`src/rtl/core/hed_pkg.sv`:
```
// ----------------------------------------------------------------------------
// hed_pkg
// Shared types, character constants and entity pattern tables for the HTML
// entity decoder.
// ----------------------------------------------------------------------------
package hed_pkg;

    localparam int JOB_MAX    = 6;
    localparam int JOB_CNT_W  = 3;
    localparam int HELD_DEPTH = 4;
    localparam int QDEPTH     = 4;
    localparam int QPTR_W     = 2;
    localparam int QCNT_W     = 3;

    localparam logic [7:0] CH_AMP   = 8'h26;
    localparam logic [7:0] CH_GT    = 8'h3E;
    localparam logic [7:0] CH_LT    = 8'h3C;
    localparam logic [7:0] CH_QUOT  = 8'h22;
    localparam logic [7:0] CH_SEMI  = 8'h3B;
    localparam logic [7:0] CH_A     = 8'h61;
    localparam logic [7:0] CH_G     = 8'h67;
    localparam logic [7:0] CH_L     = 8'h6C;
    localparam logic [7:0] CH_M     = 8'h6D;
    localparam logic [7:0] CH_O     = 8'h6F;
    localparam logic [7:0] CH_P     = 8'h70;
    localparam logic [7:0] CH_Q     = 8'h71;
    localparam logic [7:0] CH_T     = 8'h74;
    localparam logic [7:0] CH_U     = 8'h75;
    localparam logic [7:0] CH_UP_A  = 8'h41;
    localparam logic [7:0] CH_UP_Z  = 8'h5A;
    localparam logic [7:0] CASE_OFS = 8'h20;

    typedef enum logic [1:0] {
        KIND_AMP  = 2'd0,
        KIND_GT   = 2'd1,
        KIND_LT   = 2'd2,
        KIND_QUOT = 2'd3
    } kind_t;

    typedef struct packed {
        logic [JOB_MAX-1:0][7:0] bytes;
        logic [JOB_CNT_W-1:0]    count;
        logic                    last;
    } job_t;

    function automatic logic [7:0] fold_case(logic [7:0] c);
        logic [7:0] r;
        r = c;
        if (c >= CH_UP_A && c <= CH_UP_Z)
        begin
            r = c + CASE_OFS;
        end
        return r;
    endfunction

    function automatic logic [7:0] pat_char(kind_t k, logic [2:0] pos);
        logic [7:0] r;
        r = 8'h00;
        case (k)
            KIND_AMP:
            begin
                case (pos)
                    3'd0:    r = CH_A;
                    3'd1:    r = CH_M;
                    3'd2:    r = CH_P;
                    3'd3:    r = CH_SEMI;
                    default: r = 8'h00;
                endcase
            end
            KIND_GT:
            begin
                case (pos)
                    3'd0:    r = CH_G;
                    3'd1:    r = CH_T;
                    3'd2:    r = CH_SEMI;
                    default: r = 8'h00;
                endcase
            end
            KIND_LT:
            begin
                case (pos)
                    3'd0:    r = CH_L;
                    3'd1:    r = CH_T;
                    3'd2:    r = CH_SEMI;
                    default: r = 8'h00;
                endcase
            end
            default:
            begin
                case (pos)
                    3'd0:    r = CH_Q;
                    3'd1:    r = CH_U;
                    3'd2:    r = CH_O;
                    3'd3:    r = CH_T;
                    3'd4:    r = CH_SEMI;
                    default: r = 8'h00;
                endcase
            end
        endcase
        return r;
    endfunction

    function automatic logic [2:0] pat_len(kind_t k);
        logic [2:0] r;
        case (k)
            KIND_AMP:  r = 3'd4;
            KIND_GT:   r = 3'd3;
            KIND_LT:   r = 3'd3;
            default:   r = 3'd5;
        endcase
        return r;
    endfunction

    function automatic logic [7:0] decoded_char(kind_t k);
        logic [7:0] r;
        case (k)
            KIND_AMP:  r = CH_AMP;
            KIND_GT:   r = CH_GT;
            KIND_LT:   r = CH_LT;
            default:   r = CH_QUOT;
        endcase
        return r;
    endfunction

endpackage

```
`src/rtl/core/hed_if.sv`:
```
// ----------------------------------------------------------------------------
// hed_if
// Valid/ready stream interfaces for raw text bytes and decoded characters.
// ----------------------------------------------------------------------------
interface hed_text_if;
    logic       valid;
    logic       ready;
    logic [7:0] in_byte;
    logic       in_last;

    modport source (output valid, output in_byte, output in_last, input ready);
    modport sink   (input valid, input in_byte, input in_last, output ready);
endinterface

interface hed_char_if;
    logic       valid;
    logic       ready;
    logic [7:0] out_byte;
    logic       run_end;
    logic       string_end;

    modport source (output valid, output out_byte, output run_end, output string_end,
                    input ready);
    modport sink   (input valid, input out_byte, input run_end, input string_end,
                    output ready);
endinterface

```
`src/rtl/core/hed_front.sv`:
```
// ----------------------------------------------------------------------------
// hed_front
// Matches entity names on the incoming text and turns each accepted byte
// that releases characters into one job holding every character it releases.
// ----------------------------------------------------------------------------
module hed_front
(
    input  logic          clk,
    input  logic          rst_n,
    hed_text_if.sink      text_ch,
    input  logic          job_ready,
    output logic          job_valid,
    output hed_pkg::job_t job
);
    import hed_pkg::*;

    logic                    in_entity_reg, in_entity_next;
    logic [2:0]              held_cnt_reg, held_cnt_next;
    kind_t                   kind_reg, kind_next;
    logic [HELD_DEPTH-1:0][7:0] held_reg, held_next;

    logic       accept;
    logic [7:0] c;
    logic [7:0] f;
    logic       first_hit;
    kind_t      first_kind;
    logic       flush_old;
    logic       flush_new;
    logic       mid_valid;
    logic [7:0] mid_byte;
    logic [JOB_CNT_W-1:0] pos;
    logic [JOB_MAX-1:0][7:0] bytes;

    assign c      = text_ch.in_byte;
    assign f      = fold_case(c);
    assign accept = text_ch.valid && text_ch.ready;
    assign text_ch.ready = job_ready;

    always_comb
    begin
        first_hit  = 1'b1;
        first_kind = KIND_AMP;
        case (f)
            CH_A:    first_kind = KIND_AMP;
            CH_G:    first_kind = KIND_GT;
            CH_L:    first_kind = KIND_LT;
            CH_Q:    first_kind = KIND_QUOT;
            default: first_hit  = 1'b0;
        endcase
    end

    always_comb
    begin
        in_entity_next = in_entity_reg;
        held_cnt_next  = held_cnt_reg;
        kind_next      = kind_reg;
        held_next      = held_reg;
        flush_old      = 1'b0;
        mid_valid      = 1'b0;
        mid_byte       = c;

        if (!in_entity_reg)
        begin
            if (c == CH_AMP)
            begin
                in_entity_next = 1'b1;
                held_cnt_next  = 3'd0;
                kind_next      = KIND_AMP;
            end
            else
            begin
                mid_valid = 1'b1;
            end
        end
        else if (held_cnt_reg == 3'd0 && first_hit)
        begin
            kind_next     = first_kind;
            held_next[0]  = c;
            held_cnt_next = 3'd1;
        end
        else if (held_cnt_reg != 3'd0 && pat_char(kind_reg, held_cnt_reg) == f)
        begin
            if (held_cnt_reg + 3'd1 == pat_len(kind_reg))
            begin
                mid_valid      = 1'b1;
                mid_byte       = decoded_char(kind_reg);
                in_entity_next = 1'b0;
                held_cnt_next  = 3'd0;
                kind_next      = KIND_AMP;
            end
            else
            begin
                held_next[held_cnt_reg[1:0]] = c;
                held_cnt_next = held_cnt_reg + 3'd1;
            end
        end
        else
        begin
            flush_old = 1'b1;
            kind_next = KIND_AMP;
            held_cnt_next = 3'd0;
            if (c == CH_AMP)
            begin
                in_entity_next = 1'b1;
            end
            else
            begin
                in_entity_next = 1'b0;
                mid_valid      = 1'b1;
            end
        end

        flush_new = text_ch.in_last && in_entity_next;

        pos   = '0;
        bytes = '0;
        if (flush_old)
        begin
            bytes[pos] = CH_AMP;
            pos = pos + 3'd1;
            for (int i = 0; i < HELD_DEPTH; i++)
            begin
                if (3'(i) < held_cnt_reg)
                begin
                    bytes[pos] = held_reg[i];
                    pos = pos + 3'd1;
                end
            end
        end
        if (mid_valid)
        begin
            bytes[pos] = mid_byte;
            pos = pos + 3'd1;
        end
        if (flush_new)
        begin
            bytes[pos] = CH_AMP;
            pos = pos + 3'd1;
            for (int i = 0; i < HELD_DEPTH; i++)
            begin
                if (3'(i) < held_cnt_next)
                begin
                    bytes[pos] = held_next[i];
                    pos = pos + 3'd1;
                end
            end
            in_entity_next = 1'b0;
            held_cnt_next  = 3'd0;
            kind_next      = KIND_AMP;
        end
    end

    assign job.bytes = bytes;
    assign job.count = pos;
    assign job.last  = text_ch.in_last;
    assign job_valid = accept && (pos != '0);

    always_ff @(posedge clk or negedge rst_n)
    begin
        if (!rst_n)
        begin
            in_entity_reg <= 1'b0;
            held_cnt_reg  <= 3'd0;
            kind_reg      <= KIND_AMP;
        end
        else if (accept)
        begin
            in_entity_reg <= in_entity_next;
            held_cnt_reg  <= held_cnt_next;
            kind_reg      <= kind_next;
        end
    end

    always_ff @(posedge clk)
    begin
        if (accept)
        begin
            held_reg <= held_next;
        end
    end

`ifndef SYNTHESIS
    a_last_emits: assert property (@(posedge clk) disable iff (!rst_n)
        (accept && text_ch.in_last) |-> job_valid)
        else $error("last byte produced no transaction");
`endif

endmodule

```
`src/rtl/core/hed_queue.sv`:
```
// ----------------------------------------------------------------------------
// hed_queue
// Four-entry job queue between the matching front end and the serializer.
// ----------------------------------------------------------------------------
module hed_queue
(
    input  logic          clk,
    input  logic          rst_n,
    input  logic          push,
    input  hed_pkg::job_t push_job,
    output logic          push_ready,
    input  logic          pop,
    output logic          pop_valid,
    output hed_pkg::job_t pop_job
);
    import hed_pkg::*;

    job_t              mem [QDEPTH];
    logic [QPTR_W-1:0] wr_ptr_reg, wr_ptr_next;
    logic [QPTR_W-1:0] rd_ptr_reg, rd_ptr_next;
    logic [QCNT_W-1:0] count_reg, count_next;
    logic              do_push;
    logic              do_pop;

    assign push_ready = count_reg != QCNT_W'(QDEPTH);
    assign pop_valid  = count_reg != '0;
    assign pop_job    = mem[rd_ptr_reg];
    assign do_push    = push && push_ready;
    assign do_pop     = pop && pop_valid;

    always_comb
    begin
        wr_ptr_next = do_push ? wr_ptr_reg + QPTR_W'(1) : wr_ptr_reg;
        rd_ptr_next = do_pop  ? rd_ptr_reg + QPTR_W'(1) : rd_ptr_reg;
        count_next  = count_reg;
        if (do_push && !do_pop)
        begin
            count_next = count_reg + QCNT_W'(1);
        end
        else if (do_pop && !do_push)
        begin
            count_next = count_reg - QCNT_W'(1);
        end
    end

    always_ff @(posedge clk or negedge rst_n)
    begin
        if (!rst_n)
        begin
            wr_ptr_reg <= '0;
            rd_ptr_reg <= '0;
            count_reg  <= '0;
        end
        else
        begin
            wr_ptr_reg <= wr_ptr_next;
            rd_ptr_reg <= rd_ptr_next;
            count_reg  <= count_next;
        end
    end

    always_ff @(posedge clk)
    begin
        if (do_push)
        begin
            mem[wr_ptr_reg] <= push_job;
        end
    end

`ifndef SYNTHESIS
    a_ptr_gap: assert property (@(posedge clk) disable iff (!rst_n)
        (count_reg[QPTR_W-1:0] == (wr_ptr_reg - rd_ptr_reg)) &&
        (count_reg <= QCNT_W'(QDEPTH)))
        else $error("queue pointers and count disagree");
`endif

endmodule

```
`src/rtl/core/hed_back.sv`:
```
// ----------------------------------------------------------------------------
// hed_back
// Takes jobs from the queue and sends their characters out one per cycle,
// while the output is ready, through a registered output stage.
// ----------------------------------------------------------------------------
module hed_back
(
    input  logic          clk,
    input  logic          rst_n,
    input  logic          job_valid,
    input  hed_pkg::job_t job,
    output logic          job_pop,
    hed_char_if.source    dec_ch
);
    import hed_pkg::*;

    logic                 cur_valid_reg, cur_valid_next;
    job_t                 cur_job_reg;
    logic [JOB_CNT_W-1:0] cur_idx_reg, cur_idx_next;
    logic                 out_valid_reg, out_valid_next;
    logic [7:0]           out_byte_reg;
    logic                 run_end_reg;
    logic                 string_end_reg;
    logic                 load;
    logic                 cur_final;

    assign load      = cur_valid_reg && (!out_valid_reg || dec_ch.ready);
    assign cur_final = cur_idx_reg == (cur_job_reg.count - 3'd1);
    assign job_pop   = job_valid && (!cur_valid_reg || (load && cur_final));

    always_comb
    begin
        cur_valid_next = cur_valid_reg;
        cur_idx_next   = cur_idx_reg;
        if (job_pop)
        begin
            cur_valid_next = 1'b1;
            cur_idx_next   = '0;
        end
        else if (load)
        begin
            if (cur_final)
            begin
                cur_valid_next = 1'b0;
            end
            else
            begin
                cur_idx_next = cur_idx_reg + 3'd1;
            end
        end

        out_valid_next = out_valid_reg;
        if (load)
        begin
            out_valid_next = 1'b1;
        end
        else if (dec_ch.ready)
        begin
            out_valid_next = 1'b0;
        end
    end

    always_ff @(posedge clk or negedge rst_n)
    begin
        if (!rst_n)
        begin
            cur_valid_reg <= 1'b0;
            cur_idx_reg   <= '0;
            out_valid_reg <= 1'b0;
        end
        else
        begin
            cur_valid_reg <= cur_valid_next;
            cur_idx_reg   <= cur_idx_next;
            out_valid_reg <= out_valid_next;
        end
    end

    always_ff @(posedge clk)
    begin
        if (job_pop)
        begin
            cur_job_reg <= job;
        end
        if (load)
        begin
            out_byte_reg   <= cur_job_reg.bytes[cur_idx_reg];
            run_end_reg    <= cur_final;
            string_end_reg <= cur_final && cur_job_reg.last;
        end
    end

    assign dec_ch.valid      = out_valid_reg;
    assign dec_ch.out_byte   = out_byte_reg;
    assign dec_ch.run_end    = run_end_reg;
    assign dec_ch.string_end = string_end_reg;

`ifndef SYNTHESIS
    a_idx_range: assert property (@(posedge clk) disable iff (!rst_n)
        cur_valid_reg |-> (cur_idx_reg < cur_job_reg.count))
        else $error("character index beyond job length");

    a_string_end_run: assert property (@(posedge clk) disable iff (!rst_n)
        out_valid_reg |-> (!string_end_reg || run_end_reg))
        else $error("string end without run end");

    a_pop_only_at_end: assert property (@(posedge clk) disable iff (!rst_n)
        (job_pop && cur_valid_reg) |-> (load && cur_final))
        else $error("job replaced before all characters were sent");
`endif

endmodule

```
`src/rtl/core/html_entity_decoder_core.sv`:
```
// ----------------------------------------------------------------------------
// html_entity_decoder_core
// Streaming decoder for the &amp; &gt; &lt; and &quot; character entities.
// ----------------------------------------------------------------------------
// The block takes one text byte per cycle while the queue has room and
// matches entity names without regard to case; a byte that releases several
// characters (an ampersand and held letters after a mismatch, up to six) is
// queued as one job, and the output side sends one character per cycle while
// the output is ready, so each transaction on the output carries one
// character. Input is accepted every cycle while the four-job queue has room;
// it stalls only when the output side falls behind. With the output side
// idle, the first character of a job passes through the queue entry, the
// current-job register and the output register before it reaches the output.
// ----------------------------------------------------------------------------
module html_entity_decoder_core
(
    input  logic       clk,
    input  logic       rst_n,
    hed_text_if.sink   text_ch,
    hed_char_if.source dec_ch
);
    import hed_pkg::*;

    logic push;
    logic push_ready;
    job_t push_job;
    logic pop;
    logic pop_valid;
    job_t pop_job;

    hed_front u_front
    (
        .clk       (clk),
        .rst_n     (rst_n),
        .text_ch   (text_ch),
        .job_ready (push_ready),
        .job_valid (push),
        .job       (push_job)
    );

    hed_queue u_queue
    (
        .clk        (clk),
        .rst_n      (rst_n),
        .push       (push),
        .push_job   (push_job),
        .push_ready (push_ready),
        .pop        (pop),
        .pop_valid  (pop_valid),
        .pop_job    (pop_job)
    );

    hed_back u_back
    (
        .clk       (clk),
        .rst_n     (rst_n),
        .job_valid (pop_valid),
        .job       (pop_job),
        .job_pop   (pop),
        .dec_ch    (dec_ch)
    );

endmodule

```
`src/flat_wrapper.sv`:
```
// flat-port wrapper written by rule: the top's interface ports become plain ports
module html_entity_decoder_core_flat import hed_pkg::*;
  (clk, rst_n, text_ch_valid, text_ch_in_byte, text_ch_in_last, text_ch_ready, dec_ch_valid, dec_ch_out_byte, dec_ch_run_end, dec_ch_string_end, dec_ch_ready);
  hed_text_if text_ch_i ();
  hed_char_if dec_ch_i ();
  input  logic clk;
  input  logic rst_n;
  input wire logic [$bits(text_ch_i.valid)-1:0] text_ch_valid;
  input wire logic [$bits(text_ch_i.in_byte)-1:0] text_ch_in_byte;
  input wire logic [$bits(text_ch_i.in_last)-1:0] text_ch_in_last;
  output wire logic [$bits(text_ch_i.ready)-1:0] text_ch_ready;
  output wire logic [$bits(dec_ch_i.valid)-1:0] dec_ch_valid;
  output wire logic [$bits(dec_ch_i.out_byte)-1:0] dec_ch_out_byte;
  output wire logic [$bits(dec_ch_i.run_end)-1:0] dec_ch_run_end;
  output wire logic [$bits(dec_ch_i.string_end)-1:0] dec_ch_string_end;
  input wire logic [$bits(dec_ch_i.ready)-1:0] dec_ch_ready;
  assign text_ch_i.valid = text_ch_valid;
  assign text_ch_i.in_byte = text_ch_in_byte;
  assign text_ch_i.in_last = text_ch_in_last;
  assign text_ch_ready = text_ch_i.ready;
  assign dec_ch_valid = dec_ch_i.valid;
  assign dec_ch_out_byte = dec_ch_i.out_byte;
  assign dec_ch_run_end = dec_ch_i.run_end;
  assign dec_ch_string_end = dec_ch_i.string_end;
  assign dec_ch_i.ready = dec_ch_ready;
  html_entity_decoder_core u_core (.clk(clk), .rst_n(rst_n), .text_ch(text_ch_i), .dec_ch(dec_ch_i));
endmodule
```
`config.mk`:
```
export PLATFORM = sky130hd
export DESIGN_NAME = html_entity_decoder_core_flat
export DESIGN_NICKNAME = d
export VERILOG_FILES = /design/src/rtl/core/hed_pkg.sv /design/src/rtl/core/hed_if.sv /design/src/rtl/core/hed_front.sv /design/src/rtl/core/hed_queue.sv /design/src/rtl/core/hed_back.sv /design/src/rtl/core/html_entity_decoder_core.sv /design/src/flat_wrapper.sv
export SDC_FILE = /design/constraint.sdc
export NUM_CORES = 1
export LEC_CHECK = 0
export BUFFER_PORTS_ARGS = -buffer_cell sky130_fd_sc_hd__buf_2
export CORE_UTILIZATION = 33
export DETAILED_ROUTE_END_ITERATION = 7
export GPL_ROUTABILITY_DRIVEN = 0
export PLACE_DENSITY = 0.49
export SLEW_MARGIN = 0
export SYNTH_ARGS = -nofsm -noshare
export SYNTH_HDL_FRONTEND = slang
export SYNTH_SLANG_ARGS = --single-unit
export TNS_END_PERCENT = 5
```
`constraint.sdc`:
```
create_clock -name clk -period 8.6 [get_ports clk]
set_clock_uncertainty 0.1 [all_clocks]
set_input_delay 1.29 -clock clk [delete_from_list [all_inputs] [get_ports clk]]
set_output_delay 1.29 -clock clk [all_outputs]
set_load 0.05 [all_outputs]
```
==> key figures, run 1 <==
Clock tree
  – Max H-tree Level: 2
  – Worst-Skew Late Latency: between 500 and 600 ps
  – Post-CTS Setup Repair Bufs: 0
  – Clk sink count: between 300 and 400
  – Cts hold-fix bufs: 0
  – Worst-path clk slew: 60 ps
  – Clk root buf: clkbuf_16
  – CTS resizes: 0
  – Number of buffers created by CTS: 37
  – CTS tree: done
  – Longest Clk Path Bufs: 3

Global routing
  – First-pass GRT wire length: 66.5 mm
  – Pin count of the biggest net entering global routing: between 50 and 60
  – Initial antenna violation count: 0
  – Most used routing layer: met2
  – GR Layer Usage met3: ~3.2%
  – Met2 usage: between 20% and 30%
  – Gr usage total: about 18%
  – M1 GR Usage: ~25%
  – Vias in the first global route: 10,300
  – Remaining global-route overflow: 0

Timing
  – Final period utilization: 91.1%
  – Worst slew margin: 18.1%
  – Final setup viols: 0
  – Min Tclk post-route: 7840 ps
  – Max-slew violations: 0
  – Max Freq: 128 MHz
  – Final Hold Fails: 0
  – RSZ-0062 raised after global routing: no
  – Setup TNS: 0 ps
  – Worst-Margin Slew: about 1200 ps

Logic synthesis
  – Main flop type after synthesis: edfxtp_1
  – Sequential element share of the synthesized area: 59.7%
  – Post-synth EDFFs: slightly above 300
  – Library cells used by synthesis: 85
  – Asr flop ratio synth: 5.63%
  – Syn Inst Count: around 1,200
  – Post-synthesis register bit count: 320
  – Syn_area_per_cell: 13.4 sq um
  – Ys Warns: 0
  – Post-Syn Nets: 1,227
  – Synthesized cell area: roughly 0.016 sq mm

Pwr
  – Switch share: just under 30%
  – Combinational share of power: 24.0%
  – Int Pwr: about 0.0036 W
  – Reg power frac: 44.5%
  – Clk pwr share: between 30% and 40%
  – Leak Pwr: approximately 6.2 nW
  – Psw: about 0.0015 W
  – Max rail drop VDD: 0.144 mV
  – Power, Total: around 0.0050 W
  – Pwr dens: ~280 mW/mm^2

Critical path
  – Endpoint class of the critical path: register
  – Worst EP required: 8680 ps
  – Top delay family on crit path: adder cells
  – Crit path depth: 31
  – Worst setup path endpoint: u_core.u_queue.mem[2][16]
  – Max incr delay on CP: around 570 ps
  – Slowest-stage cell, CP: buf_4
  – Crit Path Max Fanout: 38
  – Critical Path Source: u_core.u_front.held_cnt_reg[1]
  – WP data arrival: 7920 ps
  – R2R depth: 31
  – Startpoint Class: register
  – Crit Path Class: reg2reg
  – FF-to-FF End: u_core.u_queue.mem[2][16]
  – Critical path buffers and inverters: 4
  – R2R Setup Slk: 760 ps
  – Launching point of the worst reg2reg path: u_core.u_front.held_cnt_reg[1]
  – CP most frequent cell: ha_1

Floorplanning
  – I/O pin cnt: 25
  – Core ar.: roughly 0.048 sq mm
  – Row cnt: 80
  – Die area: between 0.04 and 0.05 sq mm
  – Chip width: about 220 um
  – Starting Density: approximately 33%
  – Die height: about 220 um

Finish
  – Register area: roughly 0.0095 sq mm
  – Largest register FFs: 208
  – Ant diodes: 0
  – Area occupied by multi-input gates: 0.00595 sq mm
  – Layout cells sized above 1: a little under a fifth
  – FILL cells: 4,456
  – # nets final: between 1,000 and 1,500
  – P&R area growth vs syn: 13.6%

Flow run
  – Max-cap violations: 0

Drt
  – Via count: 10,400
  – WL final: ~44 mm
  – First-pass DRT Iterations: 6
  – Vias per cell: 5.55
  – Mean routed wirelength per cell: between 20 and 25 um
  – Routed Antenna Nets: 0
  – Drt initial violations: about 860
  – Residual DRC: 0

Placed design
  – Port bufs: 24
  – HPWL after detailed placement: approximately 30 mm

Worst hold path
  – Worst min path class: reg2reg

Run status
  – Status: complete, no violations
-- cell families after synthesis --
kind of cell               Yosys count  synth area share, %
buffers and inverters              127                 3.16
DFF                                320                 59.7
xor gates and xnor gates            32                 2.14
adders and majority gates           23                 1.85
muxes                              111                 11.8
and+or+nand+nor                    295                 9.53
AOI/OAI and AO/OA                  283                 11.9
-- cells in the mapped netlist (all sizes together), types with 5 or more instances --
library cell / n / area share (%)
inv: 63 / 1.5
a221oi: 12 / 0.66
and3: 5 / 0.20
o31ai: 11 / 0.55
o22ai: 20 / 0.78
o221ai: 6 / 0.33
a22oi: 5 / 0.24
a31oi: 16 / 0.76
nor2: 78 / 1.9
a21oi: 66 / 2.1
mux2i: 35 / 2.2
and2: 16 / 0.63
or4: 5 / 0.26
dfrtp: 18 / 2.8
mux2: 16 / 1.2
a211oi: 13 / 0.61
nor3: 26 / 0.88
ha: 22 / 1.7
clkbuf: 43 / 1.0
a22o: 19 / 1.0
or2: 5 / 0.20
nand2b: 16 / 0.63
nand3: 23 / 0.75
o21ai: 70 / 2.4
mux4: 60 / 8.5
o211ai: 5 / 0.27
edfxtp: 302 / 57
nand2: 74 / 1.7
o21a: 5 / 0.24
nand4: 8 / 0.31
buf: 21 / 0.67
or3: 6 / 0.24
xnor2: 14 / 0.77
xor2: 15 / 0.94
nor2b: 10 / 0.39
nor4: 9 / 0.56
-- cell type report --
cell class                      count  area share (%)
Clock buffer                       44            5.31
Clock inverter                     23            1.46
Sequential cell                   320            52.5
Inverter                           63            1.30
Multi-Input combinational cell    744            32.8
Tap cell                          615            4.24
Timing Repair Buffer               61            2.33
-- layout by cell type, fill, tap and decap left out, drive strengths merged, types with 22 or more instances in the layout --
cell type / count
inv: 68
nand2: 74
mux2i: 35
clkbuf: 44
edfxtp: 302
nand3: 23
nor3: 26
buf: 61
o21ai: 70
ha: 22
a21oi: 66
nor2: 78
mux4: 60
-- worst min path at each step --
stage,start,endpoint,slack [ps],cells past startpoint
final,u_core.u_back.cur_valid_reg,u_core.u_back.dec_ch.valid,390,1
after global routing,u_core.u_queue.count_reg[2],u_core.u_queue.count_reg[2],440,1
after CTS,u_core.u_back.cur_valid_reg,u_core.u_back.dec_ch.valid,390,1
after detailed placement,u_core.u_back.cur_valid_reg,u_core.u_back.dec_ch.valid,380,1
after global placement,u_core.u_back.cur_valid_reg,u_core.u_back.dec_ch.valid,370,1
after floorplan,u_core.u_back.cur_valid_reg,u_core.u_back.dec_ch.valid,340,1
-- metrics by stage --
| stage | setup slack (ps) | instances | area, sq um | util, % | hold WS, ps |
|---|---|---|---|---|---|
| floorplan | 76.6 | 1191 | 16000 | - | 342 |
| global placement | 351 | 1803 | 16900 | 35.4 | 374 |
| detailed placement | 254 | 1803 | 16900 | 35.4 | 382 |
| CTS | 722 | 1870 | 18100 | 38.0 | 391 |
| global route | 106 | 1870 | 18100 | 38.0 | 441 |
| finish | 765 | 1870 | 18100 | 38.0 | 390 |
-- power groups by stage --
stage | sequential, W | combinational, W | clock, W
6_report | 0.00224 | 0.00121 | 0.00159
3_3_place_gp | 0.00228 | 0.00124 | 0
5_1_grt | 0.00228 | 0.00133 | 0.00169
2_1_floorplan | 0.00230 | 0.000847 | 0
4_1_cts | 0.00225 | 0.00125 | 0.00164
3_5_place_dp | 0.00228 | 0.00125 | 0
-- layer usage --
metal  vias to the layer above  part of all wire, %
met5                         -                    0
met4                         0                  3.2
met3                        93                  5.9
met2                       364                   45
met1                      5221                   46
li1                       4706                    -
Note: power is estimated with default switching activity, not from simulation.
==> run 2, diff against run 1 <==
--- a/config.mk
+++ b/config.mk
@@ -5,6 +5,7 @@
 export SDC_FILE = /design/constraint.sdc
 export NUM_CORES = 1
 export LEC_CHECK = 0
+export ABC_AREA = 1
 export BUFFER_PORTS_ARGS = -buffer_cell sky130_fd_sc_hd__buf_2
 export CORE_UTILIZATION = 33
 export DETAILED_ROUTE_END_ITERATION = 7
==> run 2 against run 1 <==
Effect of this change: routed wire length up 20%; fmax up 5.5%; core utilization shrank 0.24 points; combinational power rose by 89%; synthesized cell count grew 58%; die area increased by 6.1%; non-clock buffer count shrank 15; via count grew 30%; worst setup slack improved by 410 ps.
==> key figures, run 2 <==
Floorplanning
  – Die area: 0.0522 sq mm (was 0.0492 sq mm)
  – Die height: 229 um (was 222 um)
  – Core ar.: 0.0504 sq mm (was 0.0477 sq mm)
  – Starting Density: 33.6% (was 33.4%)
  – Row cnt: 82 (was 80)
  – I/O pin cnt: 25 (unchanged)
  – Chip width: 229 um (was 222 um)

Clock tree
  – Longest Clk Path Bufs: 3 (unchanged)
  – CTS tree: done (unchanged)
  – Clk root buf: clkbuf_16 (unchanged)
  – Cts hold-fix bufs: 0 (unchanged)
  – Clk sink count: 320 (unchanged)
  – Number of buffers created by CTS: 37 (unchanged)
  – Worst-path clk slew: 60 ps (about the same)
  – Max H-tree Level: 2 (unchanged)
  – Worst-Skew Late Latency: 560 ps (about the same)
  – Post-CTS Setup Repair Bufs: 0 (unchanged)
  – CTS resizes: 0 (unchanged)

Critical path
  – Endpoint class of the critical path: register (unchanged)
  – CP most frequent cell: nand2_1 (was ha_1)
  – Worst EP required: 8920 ps (was 8680 ps)
  – Critical path buffers and inverters: 5 (was 4)
  – Crit Path Max Fanout: 17 (was 38)
  – Critical Path Source: u_core.u_front.held_cnt_reg[2] (was u_core.u_front.held_cnt_reg[1])
  – Crit Path Class: reg2reg (unchanged)
  – WP data arrival: 7750 ps (was 7920 ps)
  – Slowest-stage cell, CP: dfrtp_1 (was buf_4)
  – Startpoint Class: register (unchanged)
  – Top delay family on crit path: simple AND/OR/NAND/NOR gates (was adder cells)
  – Launching point of the worst reg2reg path: u_core.u_front.held_cnt_reg[2] (was u_core.u_front.held_cnt_reg[1])
  – Max incr delay on CP: 940 ps (was 570 ps)

Logic synthesis
  – Synth cell count leaders: nand2_1, edfxtp_1, nor2_1 (was edfxtp_1, nor2_1, nand2_1)
  – Post-synth EDFFs: 302 (unchanged)
  – Main flop type after synthesis: edfxtp_1 (unchanged)
  – Main area contributors after synthesis: edfxtp_1, nand2_1, o21ai_0, nor2_1, nand3_1 (was edfxtp_1, mux4_2, dfrtp_1, mux2i_1, a21oi_1)
  – Syn_area_per_cell: 9.03 sq um (was 13.4 sq um)
  – Top-count cell post-synth: nand2_1 (was edfxtp_1)
  – Synthesized cell area: 0.0169 sq mm (was 0.0160 sq mm)
  – Post-synthesis register bit count: 320 (unchanged)
  – Ys Warns: 0 (unchanged)
  – Post-synth top area cell: edfxtp_1 (unchanged)
  – Library cells used by synthesis: 52 (was 85)
  – Sequential element share of the synthesized area: 56.2% (was 59.7%)
  – Syn Inst Count: 1,876 (was 1,191)
  – Asr flop ratio synth: 5.63% (unchanged)
  – Post-Syn Nets: 1,912 (was 1,227)
  – Post-synth top area share: 53.6% (was 56.8%)

Worst hold path
  – Worst min path class: reg2reg (unchanged)
  – Hold path start: u_core.u_back.cur_valid_reg (unchanged)

Pwr
  – Leak Pwr: 7.55 nW (was 6.23 nW)
  – Max rail drop VDD: 0.165 mV (was 0.144 mV)
  – Pwr dens: 321 mW/mm^2 (was 278 mW/mm^2)

Timing
  – RSZ-0062 raised after global routing: no (unchanged)
  – Min Tclk post-route: 7430 ps (was 7840 ps)
  – Max-slew violations: 0 (unchanged)
  – Worst-Margin Slew: 1190 ps (was 1220 ps)
  – Worst slew margin: 20.2% (was 18.1%)
  – Setup TNS: 0 ps (unchanged)
  – Final Hold Fails: 0 (unchanged)
  – Worst Slack Setup Final: 1170 ps (was 765 ps)
  – Max Freq: 135 MHz (was 128 MHz)
  – Final setup viols: 0 (unchanged)
  – Final period utilization: 86.3% (was 91.1%)

Drt
  – Via count: 13,500 (was 10,400)
  – Routed Antenna Nets: 0 (unchanged)
  – Vias per cell: 5.20 (was 5.55)
  – WL final: 52.6 mm (was 43.8 mm)
  – Drt initial violations: 1,085 (was 862)
  – Mean routed wirelength per cell: 20.3 um (was 23.4 um)
  – Residual DRC: 0 (unchanged)
  – First-pass DRT Iterations: 5 (was 6)

Finish
  – Final Util: 37.7% (was 38.0%)
  – Most frequent cells in the layout: nand2_1, edfxtp_1, nor2_1 (was edfxtp_1, nor2_1, nand2_1)
  – Layout cells sized above 1: 10.9% (was 18.4%)
  – P&R area growth vs syn: 12.3% (was 13.6%)
  – FILL cells: 5,096 (was 4,456)
  – Register area: 0.00952 sq mm (about the same)
  – Largest register FFs: 208 (unchanged)
  – Area occupied by multi-input gates: 0.00653 sq mm (was 0.00595 sq mm)
  – # nets final: 1,929 (was 1,263)
  – Commonest non-fill, non-tap cell in the layout: nand2_1 (was edfxtp_1)
  – Ant diodes: 0 (unchanged)

Run status
  – Status: complete, no violations (unchanged)

Flow run
  – Max-cap violations: 0 (unchanged)

Placed design
  – HPWL after detailed placement: 36.3 mm (was 30.9 mm)
  – Port bufs: 24 (unchanged)
  – Dpl ws: 797 ps (was 254 ps)

Global routing
  – Remaining global-route overflow: 0 (unchanged)
  – First-pass GRT wire length: 80.3 mm (was 66.5 mm)
  – Initial antenna violation count: 3 (was 0)
  – Pin count of the biggest net entering global routing: 86 (was 59)
  – Gr usage total: 20.1% (was 18.0%)
  – Vias in the first global route: 12,900 (was 10,300)
==> run 2: cell types whose count changed after synthesis, moves of 21 or more <==
cell     change
nand2_1    +414
nor2_1     +147
o21ai_0    +143
nand3_1    +116
inv_1       +72
mux4_2      -60
a21oi_1     -52
mux2i_1     -35
o22ai_1     +33
inv_2       +21
nand2_2     +21
==> run 2: path summary, 6_finish.rpt <==
path	end	slack, ps	depth (start not counted)
worst max-delay path	u_core.u_queue.count_reg[1]	1170	37
worst min-delay path	u_core.u_back.dec_ch.valid	370	2
worst max register to register	u_core.u_queue.count_reg[1]	1170	37
worst min register to register	u_core.u_back.dec_ch.valid	370	2
max in group asynchronous	u_core.u_queue.rd_ptr_reg[0]	7450	1
min in group asynchronous	u_core.u_front.in_entity_reg	570	1
==> run 2: worst reg2reg max path, delay by kind of cell (launching register included) <==
kind / cells / cell delay [ps]
AND/OR/NAND/NOR: 24 / 3290
buffers and inverters: 5 / 640
flip-flops: 1 / 940
AO/OA/AOI/OAI: 1 / 150
adder cells (fa/ha/maj): 6 / 1930
multiplexers: 1 / 260
==> run 2: kinds of logic after synthesis <==
| logic type | after synthesis | share of synthesized area (%) |
|---|---|---|
| AO/OA/AOI/OAI | 346 | 11.6 |
| XOR/XNOR | 8 | 0.414 |
| adder cells (fa/ha/maj) | 23 | 1.74 |
| buffers and inverters | 232 | 5.43 |
| flip-flops | 320 | 56.2 |
| multiplexers | 1 | 0.0665 |
| AND/OR/NAND/NOR | 946 | 24.5 |
==> run 2: per-layer routing <==
metal	wire [um]	vias up	track usage, %
met5	0	-	0
met2	23200	476	31.3
met4	2080	0	8.62
li1	-	6450	-
met3	3270	117	3.03
met1	24100	6435	27.8
==> run 2: power by group <==
group | internal (W) | switching, W
registers | 0.00215 | 0.000131
clock network | 0.000878 | 0.000652
logic | 0.000625 | 0.00167
==> run 2: metrics by stage <==
step	instances	total power, W	instance area [sq um]	hold WS (ps)
after global placement	2526	0.00460	17900	345
after global routing	2591	0.00648	19000	426
final	2591	0.00610	19000	371
after floorplan	1876	0.00388	16900	340
after detailed placement	2526	0.00461	17900	354
after CTS	2591	0.00616	19000	369
==> run 2: layout make-up <==
class / instances / area share, %
multi-input cells: 1324 / 34.4
clock inverters: 18 / 0.889
inverters: 164 / 3.30
well taps: 672 / 4.42
clock buffers: 47 / 5.18
repair buffers: 46 / 1.76
flip-flops and latches: 320 / 50.1
